`src/pcrc_pkg.sv`:
```
// Package for the packet CRC-32 checker: item types, CRC constants and
// the byte-wise CRC functions (runtime byte update and elaboration-time header matrix).
package pcrc_pkg;

  localparam int unsigned PAYLOAD_MAX_DEF = 1012;

  localparam logic [31:0] CRC_POLY = 32'hEDB88320;
  localparam logic [31:0] CRC_INIT = 32'hFFFFFFFF;

  localparam int unsigned SEQ_W  = 32;
  localparam int unsigned LEN_W  = 16;
  localparam int unsigned CRC_W  = 32;
  localparam int unsigned BYTE_W = 8;
  localparam int unsigned HDR_MSG_W = 64;

  localparam int unsigned IN_TDATA_W  = SEQ_W + LEN_W + CRC_W + BYTE_W;
  localparam int unsigned OUT_TDATA_W = ((CRC_W + 2 + 7) / 8) * 8;

  typedef enum logic {
    MODE_HEADER  = 1'b0,
    MODE_PAYLOAD = 1'b1
  } pcrc_mode_t;

  typedef struct packed {
    pcrc_mode_t         mode;
    logic [SEQ_W-1:0]   sequence_number;
    logic [LEN_W-1:0]   data_length;
    logic [CRC_W-1:0]   received_crc;
    logic [BYTE_W-1:0]  data_byte;
  } pcrc_item_t;

  typedef logic [HDR_MSG_W-1:0][CRC_W-1:0] pcrc_cols_t;

  // One reflected CRC byte update, eight shift steps.
  function automatic logic [CRC_W-1:0] crc_byte(input logic [CRC_W-1:0] crc,
                                                input logic [BYTE_W-1:0] b);
    logic [CRC_W-1:0] c;
    c = crc ^ {{(CRC_W-BYTE_W){1'b0}}, b};
    for (int k = 0; k < BYTE_W; k++) begin
      c = c[0] ? ((c >> 1) ^ CRC_POLY) : (c >> 1);
    end
    return c;
  endfunction

  // Eight bytes, byte 0 in the low bits. Elaboration-time use only.
  function automatic logic [CRC_W-1:0] crc_msg(input logic [CRC_W-1:0] crc,
                                               input logic [HDR_MSG_W-1:0] msg);
    logic [CRC_W-1:0] c;
    c = crc;
    for (int k = 0; k < HDR_MSG_W / BYTE_W; k++) begin
      c = crc_byte(c, msg[k*BYTE_W +: BYTE_W]);
    end
    return c;
  endfunction

  // Contribution of each message bit to the header CRC (CRC is linear in the data).
  function automatic pcrc_cols_t hdr_cols();
    pcrc_cols_t cols;
    for (int i = 0; i < HDR_MSG_W; i++) begin
      cols[i] = crc_msg('0, HDR_MSG_W'(1) << i);
    end
    return cols;
  endfunction

  localparam logic [CRC_W-1:0] HDR_BASE = crc_msg(CRC_INIT, '0);
  localparam pcrc_cols_t       HDR_COLS = hdr_cols();

endpackage

```
`src/pcrc_core.sv`:
```
// Packet state, CRC update and result register of the packet CRC-32 checker.
// Depends on pcrc_pkg.
module pcrc_core
  import pcrc_pkg::*;
#(
  parameter int unsigned PAYLOAD_MAX = PAYLOAD_MAX_DEF
) (
  input  logic                   clk,
  input  logic                   rst_n,
  input  logic                   item_valid,
  input  pcrc_item_t             item,
  output logic                   item_take,
  output logic                   out_tvalid,
  input  logic                   out_tready,
  output logic [OUT_TDATA_W-1:0] out_tdata
);

  localparam int unsigned CNT_W = $clog2(PAYLOAD_MAX + 1);

  logic [CRC_W-1:0]       running_crc_r, running_crc_nxt;
  logic [CNT_W-1:0]       bytes_left_r, bytes_left_nxt;
  logic [CRC_W-1:0]       expected_crc_r, expected_crc_nxt;
  logic                   in_packet_r, in_packet_nxt;
  logic                   out_valid_r, out_valid_nxt;
  logic [OUT_TDATA_W-1:0] out_data_r, out_data_nxt;

  logic [HDR_MSG_W-1:0] hdr_msg;
  logic [CRC_W-1:0]     hdr_crc;
  logic [CRC_W-1:0]     pay_crc;
  logic [CNT_W-1:0]     bytes_dec;
  logic                 len_err;

  assign item_take  = item_valid && (!out_valid_r || out_tready);
  assign out_tvalid = out_valid_r;
  assign out_tdata  = out_data_r;

  // seq LSB first, two zero bytes, then length MSB first
  assign hdr_msg = {item.data_length[7:0], item.data_length[15:8], 16'h0000,
                    item.sequence_number};
  assign len_err = item.data_length > LEN_W'(PAYLOAD_MAX);

  always_comb begin
    hdr_crc = HDR_BASE;
    for (int i = 0; i < HDR_MSG_W; i++) begin
      hdr_crc = hdr_crc ^ (hdr_msg[i] ? HDR_COLS[i] : '0);
    end
  end

  assign pay_crc   = crc_byte(running_crc_r, item.data_byte);
  assign bytes_dec = bytes_left_r - CNT_W'(1);

  always_comb begin
    running_crc_nxt  = running_crc_r;
    bytes_left_nxt   = bytes_left_r;
    expected_crc_nxt = expected_crc_r;
    in_packet_nxt    = in_packet_r;
    out_valid_nxt    = out_valid_r && !out_tready;
    out_data_nxt     = out_data_r;
    if (item_take) begin
      case (item.mode)
        MODE_HEADER: begin
          in_packet_nxt  = 1'b0;
          bytes_left_nxt = '0;
          if (len_err) begin
            running_crc_nxt = CRC_INIT;
            out_valid_nxt   = 1'b1;
            out_data_nxt    = OUT_TDATA_W'({1'b1, 1'b0, {CRC_W{1'b0}}});
          end else if (item.data_length == '0) begin
            running_crc_nxt = CRC_INIT;
            out_valid_nxt   = 1'b1;
            out_data_nxt    = OUT_TDATA_W'({1'b0, (~hdr_crc == item.received_crc),
                                            ~hdr_crc});
          end else begin
            running_crc_nxt  = hdr_crc;
            expected_crc_nxt = item.received_crc;
            bytes_left_nxt   = item.data_length[CNT_W-1:0];
            in_packet_nxt    = 1'b1;
          end
        end
        MODE_PAYLOAD: begin
          if (in_packet_r) begin
            bytes_left_nxt = bytes_dec;
            if (bytes_dec == '0) begin
              running_crc_nxt = CRC_INIT;
              in_packet_nxt   = 1'b0;
              out_valid_nxt   = 1'b1;
              out_data_nxt    = OUT_TDATA_W'({1'b0, (~pay_crc == expected_crc_r),
                                              ~pay_crc});
            end else begin
              running_crc_nxt = pay_crc;
            end
          end
        end
        default: ;
      endcase
    end
  end

  always_ff @(posedge clk) begin
    if (!rst_n) begin
      running_crc_r  <= CRC_INIT;
      bytes_left_r   <= '0;
      expected_crc_r <= '0;
      in_packet_r    <= 1'b0;
      out_valid_r    <= 1'b0;
    end else begin
      running_crc_r  <= running_crc_nxt;
      bytes_left_r   <= bytes_left_nxt;
      expected_crc_r <= expected_crc_nxt;
      in_packet_r    <= in_packet_nxt;
      out_valid_r    <= out_valid_nxt;
    end
  end

  always_ff @(posedge clk) begin
    out_data_r <= out_data_nxt;
  end

endmodule

```
`config.mk`:
```
export PLATFORM = sky130hd
export DESIGN_NAME = pcrc_core
export DESIGN_NICKNAME = d
export VERILOG_FILES = /design/src/pcrc_pkg.sv /design/src/pcrc_core.sv
export SDC_FILE = /design/constraint.sdc
export NUM_CORES = 1
export LEC_CHECK = 0
export BUFFER_PORTS_ARGS = -buffer_cell sky130_fd_sc_hd__buf_2
export CORE_MARGIN = 2
export CORE_UTILIZATION = 64
export CTS_CLUSTER_DIAMETER = 50
export DETAILED_ROUTE_END_ITERATION = 8
export PLACE_DENSITY = 0.87
export SETUP_SLACK_MARGIN = 0.02
export SLEW_MARGIN = 5
export SYNTH_ARGS = -nofsm -noshare
export SYNTH_HDL_FRONTEND = slang
export SYNTH_SLANG_ARGS = --single-unit
```
`constraint.sdc`:
```
create_clock -name clk -period 9 [get_ports clk]
set_clock_uncertainty 0.1 [all_clocks]
set_input_delay 0.9 -clock clk [delete_from_list [all_inputs] [get_ports clk]]
set_output_delay 0.9 -clock clk [all_outputs]
set_load 0.05 [all_outputs]
```
==> metrics.txt, run 1 <==
boundary pin count=135; slew margin rel.=21.4%; TritonCTS Buffers=9; Post-Place Worst Slack=between 4 and 5 ns; htree depth=3; maxcap violations=0; endpoint class of the critical path=register; first-pass GRT wire length=45600 um; grt ovf=0; post-route ant nets=0; Starting Density=64.8%; Switching Share=44.5%; Post-synth top cells=xnor2_1 (234), nand2_1 (131), xor2_1 (78); Comb power frac=64.5%; Worst R2R Path Depth=8; sequential power share=21.2%; prevailing post-synth register cell=dfxtp_1; Port-buffer cells=128; Area growth syn-to-layout=9.09%; DRT iter0 DRCs=around 1300; mean area per synthesized cell=10.2 um2; initial antenna violation count=0; drt via density=approximately 6.2; clk buf depth=2; status=finished, final reports clean; Die Height=130 um; top cell type by total area after synthesis=xnor2_1; clk_lat worst skew=around 0.35 ns; Pwr Density=240 nW/um2; total global-route track usage=37.0%; HP Class=register to register; Clk pin slew, worst setup/hold paths=0.07 ns; Die Width=130 um; CTS tree=yes; Fin. Hold Viols=0; Setup-failing EPs final=0; per-cell routed wire length=23.9 um; share of layout cells above drive strength 1=16.7%; Residual DRC=0; Slew Limit Fails=0; CTS Root Cell=clkbuf_16; Post-CTS Hold Buffers=0; Clock Power Share=14.4%; RSZ-0062 raised after global routing=false; final net count=1154; PostCTS Resize Cnt=0; crit path DAT=4.28 ns; Pre-antenna DRT Iters=6; placer congestion estimate=1.02; synth warn=0; Async SR Flop Fraction=0%; fmax=0.230 GHz; register area share after synthesis=25.1%; vias in the first global route=around 7500; core area=15700 um2; Leakage=~0.0046 uW; Seq cells post-synth=110; Die Area=16900 um2; postcts setup bufs=0; Filler cells=between 1000 and 1500; FP Rows=46; worst path required time=between 8 and 9 ns; post-route setup slack=between 4 and 5 ns; Post-Route Setup TNS=0 ns; most frequent cell after synthesis=xnor2_1; Int Power=roughly 1500 uW; worst-path maximum fanout=45; critical path launch point type=input port; Cells after Synth=991; number of diodes=0; Cell Area, Synth=just over 10000 um2; fin crit period=4.34 ns; Switch Pwr=1180 uW; Peak VDD IR=0.000135 V; HPWL Detailed=23600 um; critical path class=input port to register; Synth area leaders=xnor2_1 (20%), xnor3_1 (17%), dfxtp_1 (15%); DRT Wirelength=~31000 um; CTS sink cnt=110; Tot Pwr=2660 uW; Hold Crit Depth=2; post-synth top area share=20.2%; Post-synth EDFFs=34; vias=~8000; count of different cell masters after synthesis=61; Least-Margin Pin Slew=1.18 ns; largest net degree at the start of global routing=77; crit share post-route=48.3%
metrics by stage:
stage          hold WS (ns)  instance area [um2]  util, %  cells
2_1_floorplan         0.340                10200        -    996
3_3_place_gp          0.356                10800     68.9   1264
3_5_place_dp          0.364                10800     68.9   1264
4_1_cts               0.382                11100     70.7   1280
5_1_grt               0.410                11100     70.7   1280
6_report              0.386                11100     70.7   1280
cell families after synthesis:
logic type	share of synthesized area, %
multiplexers	0.210
adder cells (fa/ha/maj)	0.247
XOR/XNOR	50.3
AO/OA/AOI/OAI	11.3
buffers and inverters	3.73
AND/OR/NAND/NOR	9.07
other	0.0370
flip-flops	25.1
power by group through the flow:
stage / Clock (uW) / Combinational (uW) / Sequential, uW
CTS: 382 / 1660 / 562
detailed placement: 0 / 1650 / 573
finish: 381 / 1710 / 563
global placement: 0 / 1640 / 573
floorplan: 0 / 1190 / 603
global route: 401 / 1770 / 565
registers in the layout, summed over array words and instances (netlist names):
register        cells
out_tdata          34
expected_crc_r     32
running_crc_r      32
bytes_left_r       10
in_packet_r         1
out_tvalid          1
layout make-up:
| class | instances | area (um2) | area share, % |
|---|---|---|---|
| tap | 216 | 270 | 2.44 |
| inverter | 8 | 30.0 | 0.271 |
| clock inverter | 6 | 45.0 | 0.407 |
| timing repair buffer | 134 | 686 | 6.20 |
| clock buffer | 10 | 229 | 2.07 |
| sequential | 110 | 2540 | 23.0 |
| multi-input combinational | 796 | 7260 | 65.6 |
cells in the final DEF (no fill, tap or decap), types with 3 or more instances in the layout:
cell and count:
nand2b_1 3, nand4_1 7, a221oi_1 26, clkbuf_16 9
o211ai_1 7, nor3b_1 4, xor3_1 13, nor2_1 15
o21ai_0 16, o31ai_1 3, a21boi_0 35, xor2_1 78
nor4_1 9, dfxtp_1 76, o22ai_1 5, xnor3_1 75
buf_4 6, o221ai_1 3, conb_1 6, xnor2_1 234
xor2_2 4, a21oi_1 30, edfxtp_1 34, nand3_1 15
buf_2 128, inv_1 7, xnor2_2 11, nor3_1 7
nand2_1 131, and2_1 5, a22o_1 17
final timing paths:
kind	slack, ns	to	start
setup reg to reg	5.61	out_tdata[32]$_DFFE_PP_	running_crc_r[0]$_SDFFE_PN1P_
setup / recovery	4.66	out_tdata[24]$_DFFE_PP_	item[88]
hold reg to reg	0.39	expected_crc_r[17]$_SDFFE_PN0P_	expected_crc_r[17]$_SDFFE_PN0P_
hold / removal	0.39	expected_crc_r[17]$_SDFFE_PN0P_	expected_crc_r[17]$_SDFFE_PN0P_
worst max-delay path, cell delays in order:
cell and delay, ns:
buf_2 0.67, clkinv_1 0.71, and3_1 0.72, nor3_2 0.79, buf_4 0.43
metal layers:
| layer | routed length (um) | part of all wire, % | track usage, % |
|---|---|---|---|
| met2 | 13200 | 43 | 55.1 |
| met1 | 12000 | 39 | 52.9 |
| met5 | 0 | 0 | 0 |
| met3 | 4410 | 14 | 10.5 |
| met4 | 996 | 3.3 | 11.3 |
No activity file was read; power rests on OpenSTA's default activity.
==> run 2: changes to the inputs <==
Settings changed: CORE_UTILIZATION 64 to 60, PLACE_DENSITY 0.87 to 0.83.
Clock period 9 ns to 4.45 ns, I/O delays scaled along.
==> metrics.txt, run 2 (synthesis results as in run 1) <==
Peak VDD IR=0.000264 V (was 0.000135 V); placer congestion estimate=1.02 (about the same); most common cell after layout, fill and taps aside=xnor2_1 (unchanged); Slew Limit Fails=0 (unchanged); clk buf depth=2 (unchanged); PostCTS Resize Cnt=0 (unchanged); maxcap violations=0 (unchanged); Fin. Hold Viols=0 (unchanged); post-route ant nets=0 (unchanged); grt ovf=0 (unchanged); fmax=about 0.30 GHz; share of layout cells above drive strength 1=17.3% (was 16.7%); Post-Route Setup TNS=0 ns (unchanged); Clk pin slew, worst setup/hold paths=0.07 ns (about the same); worst path required time=4.58 ns (was 8.93 ns); TritonCTS Buffers=9 (unchanged); crit path DAT=3.46 ns (was 4.28 ns); Slowest-stage cell, CP=xnor3_2 (was nor3_2); critical path launch point type=register (was input port); Die Area=18000 um2 (was 16900 um2); CTS sink cnt=110 (unchanged); R2R Setup Slk=1.13 ns (was 5.61 ns); htree depth=3 (unchanged); CTS tree=yes (unchanged); Inst Count DP=1278 (was 1264); final net count=1164 (was 1154); Starting Density=61.4% (was 64.8%); vias in the first global route=7616 (was 7512); Residual DRC=0 (unchanged); r2r startpoint=running_crc_r[0]$_SDFFE_PN1P_ (unchanged); Leakage=0.00466 uW (was 0.00462 uW); worst-path maximum fanout=8 (was 45); Die Width=134 um (was 130 um); fin crit period=3.32 ns; slew margin rel.=34.0% (was 21.4%); status=finished, final reports clean (unchanged); placed cell area=10900 um2 (was 10800 um2); commonest non-fill, non-tap cells in the layout=xnor2_1 (234), nand2_1 (131), buf_2 (128) (unchanged); Worst setup startpoint=running_crc_r[0]$_SDFFE_PN1P_ (was item[88]); per-cell routed wire length=24.2 um (was 23.9 um); capturing point of the worst reg2reg path=out_tdata[32]$_DFFE_PP_ (unchanged); Area growth syn-to-layout=9.87% (was 9.09%); Least-Margin Pin Slew=0.987 ns (was 1.18 ns); postcts setup bufs=0 (unchanged); crit share post-route=74.7%; max FFs per register=34 (unchanged); Post-Layout Cell Count=1294 (was 1280); DRT iter0 DRCs=1144 (was 1293); vias=8017 (was 7998); largest net degree at the start of global routing=77 (unchanged); initial antenna violation count=0 (unchanged); Post-CTS Hold Buffers=0 (unchanged); CP Cell Sequence=xor2_4 -> xnor3_2 -> xor2_1 -> xnor2_1 -> nand4_1 -> or4_4 -> nor4_2 -> a41o_1 (was buf_2 -> clkinv_1 -> and3_1 -> nor3_2 -> buf_4); DRT Wirelength=31300 um (was 30600 um); RSZ-0062 raised after global routing=false (unchanged); Filler cells=1297 (was 1213); FP Rows=47 (was 46); critical path class=register to register (was input port to register); clk_lat worst skew=0.36 ns (was 0.35 ns); boundary pin count=135 (unchanged); Pwr Density=479 nW/um2 (was 240 nW/um2); CTS Root Cell=clkbuf_16 (unchanged); drt via density=6.20 (was 6.25); Worst Setup EP=out_tdata[32]$_DFFE_PP_ (was out_tdata[24]$_DFFE_PP_); critical path's largest stage delay=0.57 ns (was 0.79 ns); Setup-failing EPs final=0 (unchanged); number of diodes=0 (unchanged); Worst R2R Path Depth=8 (unchanged); Design Area, Final=11100 um2 (about the same); Die Height=134 um (was 130 um); endpoint class of the critical path=register (unchanged); Pre-antenna DRT Iters=7 (was 6); HP Class=input port to register (was register to register); HPWL Detailed=24200 um (was 23600 um); first-pass GRT wire length=47000 um (was 45600 um); core area=16500 um2 (was 15700 um2); Port-buffer cells=128 (unchanged); total global-route track usage=35.6% (was 37.0%)
-- run 2: how the worst min path moves through the flow --
stage                                               start                              end  cells after the start
final                                            item[34]  expected_crc_r[26]$_SDFFE_PN0P_                      3
after global routing                             item[32]  expected_crc_r[24]$_SDFFE_PN0P_                      3
after CTS                                        item[34]  expected_crc_r[26]$_SDFFE_PN0P_                      3
after detailed placement   running_crc_r[24]$_SDFFE_PN1P_   running_crc_r[24]$_SDFFE_PN1P_                      2
after global placement    expected_crc_r[17]$_SDFFE_PN0P_  expected_crc_r[17]$_SDFFE_PN0P_                      2
after floorplan            running_crc_r[21]$_SDFFE_PN1P_   running_crc_r[21]$_SDFFE_PN1P_                      2
-- run 2: stage by stage --
stage / worst slack (ns) / hold WS [ns] / utilization, % / total power [uW]
4_1_cts: 1.18 / 0.246 / 67.4 / 5250
5_1_grt: 0.998 / 0.253 / 67.4 / 5510
3_5_place_dp: 0.956 / 0.356 / 65.8 / 4470
3_3_place_gp: 0.984 / 0.358 / 65.8 / 4440
2_1_floorplan: 0.768 / 0.340 / - / 3630
6_report: 1.13 / 0.253 / 67.4 / 5340
-- run 2: critical path, delay by kind of cell (launching register included) --
| family | cells | cell delay, ns |
|---|---|---|
| and+or+nand+nor | 3 | 0.90 |
| AOI/OAI and AO/OA | 1 | 0.12 |
| xor gates and xnor gates | 4 | 1.64 |
| DFF | 1 | 0.44 |
-- run 2: cell type report --
class / instances / area (um2) / area share [%]
clock inverter: 5 / 33.8 / 0.303
multi-input combinational: 796 / 7270 / 65.2
timing repair buffer: 144 / 761 / 6.83
tap: 220 / 275 / 2.47
inverter: 8 / 30.0 / 0.270
clock buffer: 11 / 233 / 2.09
sequential: 110 / 2540 / 22.8
-- run 2: power breakdown --
| group | internal, uW | leakage (uW) | switching (uW) |
|---|---|---|---|
| Combinational | 1500 | 0.00360 | 1940 |
| Sequential | 1110 | 0.000938 | 32.6 |
| Clock | 381 | 0.000128 | 378 |
-- run 2: per-layer routing --
layer	global-route usage [%]	wire (um)	vias up	part of all wire (%)
met5	0	0	-	0
met4	9.69	870	0	2.8
met3	8.50	4250	75	14
met2	53.9	13600	604	43
met1	51.5	12600	3816	40
li1	-	-	3522	-
==> run 3: changes to the inputs <==
Clock period 4.45 ns to 3.4 ns, I/O delays scaled along.
==> metrics.txt, run 3 (synthesis results as in run 1) <==
status=finished, final reports clean (unchanged); initial antenna violation count=0 (unchanged); RSZ-0062 raised after global routing=false (unchanged); drt via density=6.17 (was 6.20); Setup-failing EPs final=0 (unchanged); Fin. Hold Viols=0 (unchanged); Post-Route Setup TNS=0 ns (unchanged); Worst setup startpoint=running_crc_r[3]$_SDFFE_PN1P_ (was running_crc_r[0]$_SDFFE_PN1P_); Residual DRC=0 (unchanged); number of diodes=0 (unchanged); boundary pin count=135 (unchanged); critical path class=register to register (unchanged); worst path buffer plus inverter count=1 (was 0); critical path launch point type=register (unchanged); Port-buffer cells=128 (unchanged); Post-CTS Hold Buffers=0 (unchanged); r2r startpoint=running_crc_r[3]$_SDFFE_PN1P_ (was running_crc_r[0]$_SDFFE_PN1P_); HP Class=input port to register (unchanged); Worst Setup EP=out_tdata[32]$_DFFE_PP_ (unchanged); DRT Wirelength=34300 um (was 31300 um); Die Width=134 um (unchanged); R2R Setup Slk=0.24 ns (was 1.13 ns); maxcap violations=0 (unchanged); fmax=0.316 GHz (was 0.301 GHz); vias in the first global route=7949 (was 7616); CTS Root Cell=clkbuf_16 (unchanged); Pre-antenna DRT Iters=6 (was 7); placed cell area=11300 um2 (was 10900 um2); crit path DAT=3.29 ns (was 3.46 ns); Peak VDD IR=0.000440 V (was 0.000264 V); worst path required time=3.53 ns (was 4.58 ns); Crit path depth=9 (was 8); largest net degree at the start of global routing=43 (was 77); Worst R2R Path Depth=9 (was 8); PostCTS Resize Cnt=0 (unchanged); htree depth=3 (unchanged); TritonCTS Buffers=9 (unchanged); grt ovf=0 (unchanged); share of layout cells above drive strength 1=22.2% (was 17.3%); critical path's largest stage delay=0.58 ns (was 0.57 ns); most common cell after layout, fill and taps aside=xnor2_1 (unchanged); CP Cell Sequence=xnor2_2 -> buf_4 -> xnor2_1 -> xnor2_1 -> xnor2_1 -> nor4_1 -> o21ai_0 -> nor4_2 -> a41o_1 (was xor2_4 -> xnor3_2 -> xor2_1 -> xnor2_1 -> nand4_1 -> or4_4 -> nor4_2 -> a41o_1); CTS tree=yes (unchanged); commonest non-fill, non-tap cells in the layout=xnor2_1 (234), nand2_1 (131), buf_2 (128) (unchanged); fin crit period=3.16 ns (was 3.32 ns); slew margin rel.=55.0% (was 34.0%); Area growth syn-to-layout=14.7% (was 9.87%); post-route setup slack=0.236 ns (was 1.13 ns); worst-path maximum fanout=4 (was 8); total global-route track usage=38.8% (was 35.6%); final net count=1226 (was 1164); final core utilization=70.4% (was 67.4%); placer congestion estimate=1.03 (was 1.02); DRT iter0 DRCs=1090 (was 1144); Clk pin slew, worst setup/hold paths=0.08 ns (was 0.07 ns); core area=16500 um2 (unchanged); CTS sink cnt=110 (unchanged); max FFs per register=34 (unchanged); Die Height=134 um (unchanged); Least-Margin Pin Slew=0.673 ns (was 0.987 ns); Slew Limit Fails=0 (unchanged); first-pass GRT wire length=50600 um (was 47000 um); Filler cells=1276 (was 1297); Leakage=0.00498 uW (was 0.00466 uW); crit share post-route=93.1% (was 74.7%); HPWL Detailed=27000 um (was 24200 um); Starting Density=61.4% (unchanged); vias=8371 (was 8017); per-cell routed wire length=25.3 um (was 24.2 um); postcts setup bufs=0 (unchanged); clk_lat worst skew=0.36 ns (about the same); Pwr Density=652 nW/um2 (was 479 nW/um2); Worst path top cell family by delay=XOR/XNOR gates (unchanged); FP Rows=47 (unchanged); Design Area, Final=11600 um2 (was 11100 um2); post-route ant nets=0 (unchanged); Slowest-stage cell, CP=nor4_1 (was xnor3_2); capturing point of the worst reg2reg path=out_tdata[32]$_DFFE_PP_ (unchanged); endpoint class of the critical path=register (unchanged); Post-Place Worst Slack=0.174 ns (was 0.956 ns); clk buf depth=2 (unchanged); Die Area=18000 um2 (unchanged); most used cell, CP=xnor2_1
==> run 3: changes by cell type in the layout (fill, tap and decap cells not counted) <==
cell / change
buf_4: +62
clkbuf_1: -2
clkinv_1: -1
clkinv_4: +1
clkinvlp_4: -1
inv_6: +1
inv_8: +2
o41a_1: -1
o41a_2: +1
==> run 3: power breakdown <==
group	switching [uW]	internal, uW
sequential	44.6	1450
clock	532	515
combinational	2760	2290
total	3330	4250
==> run 3: through the flow <==
| stage | total power [uW] | std cells | hold slack, ns |
|---|---|---|---|
| final | 7580 | 1356 | 0.140 |
| after detailed placement | 6380 | 1340 | 0.358 |
| after global routing | 7810 | 1356 | 0.152 |
| after floorplan | 4760 | 996 | 0.340 |
| after global placement | 6340 | 1340 | 0.352 |
| after CTS | 7430 | 1356 | 0.144 |
==> run 3: worst min-delay path by stage <==
stage,start,endpoint,slack (ns),cells past startpoint
after CTS,item[21],expected_crc_r[13]$_SDFFE_PN0P_,0.14,3
after detailed placement,running_crc_r[13]$_SDFFE_PN1P_,running_crc_r[13]$_SDFFE_PN1P_,0.36,2
after global placement,running_crc_r[21]$_SDFFE_PN1P_,running_crc_r[21]$_SDFFE_PN1P_,0.35,2
after global routing,item[21],expected_crc_r[13]$_SDFFE_PN0P_,0.15,3
final,item[21],expected_crc_r[13]$_SDFFE_PN0P_,0.14,3
after floorplan,running_crc_r[21]$_SDFFE_PN1P_,running_crc_r[21]$_SDFFE_PN1P_,0.34,2
==> run 3: per-layer routing <==
metal  GRT usage, %  up-vias  part of all wire [%]
met4           9.16        0                   3.0
met2           57.8      641                    42
met5              0        -                     0
met3           9.15       91                    14
li1               -     3650                     -
met1           57.4     3989                    41
==> run 3: area by class of cell <==
| cell class | instances | area (um2) | share of cell area [%] |
|---|---|---|---|
| inverters | 8 | 30.0 | 0.258 |
| clock inverters | 7 | 62.6 | 0.538 |
| well taps | 220 | 275 | 2.37 |
| repair buffers | 206 | 1230 | 10.5 |
| clock buffers | 9 | 225 | 1.94 |
| flip-flops and latches | 110 | 2540 | 21.9 |
| multi-input cells | 796 | 7270 | 62.5 |
==> run 3: worst register-to-register path: stages (launching register included) <==
cell and delay, ns:
dfxtp_1 0.34, xnor2_2 0.21, buf_4 0.19, xnor2_1 0.48, xnor2_1 0.26, xnor2_1 0.23, nor4_1 0.58, o21ai_0 0.33
nor4_2 0.21, a41o_1 0.12
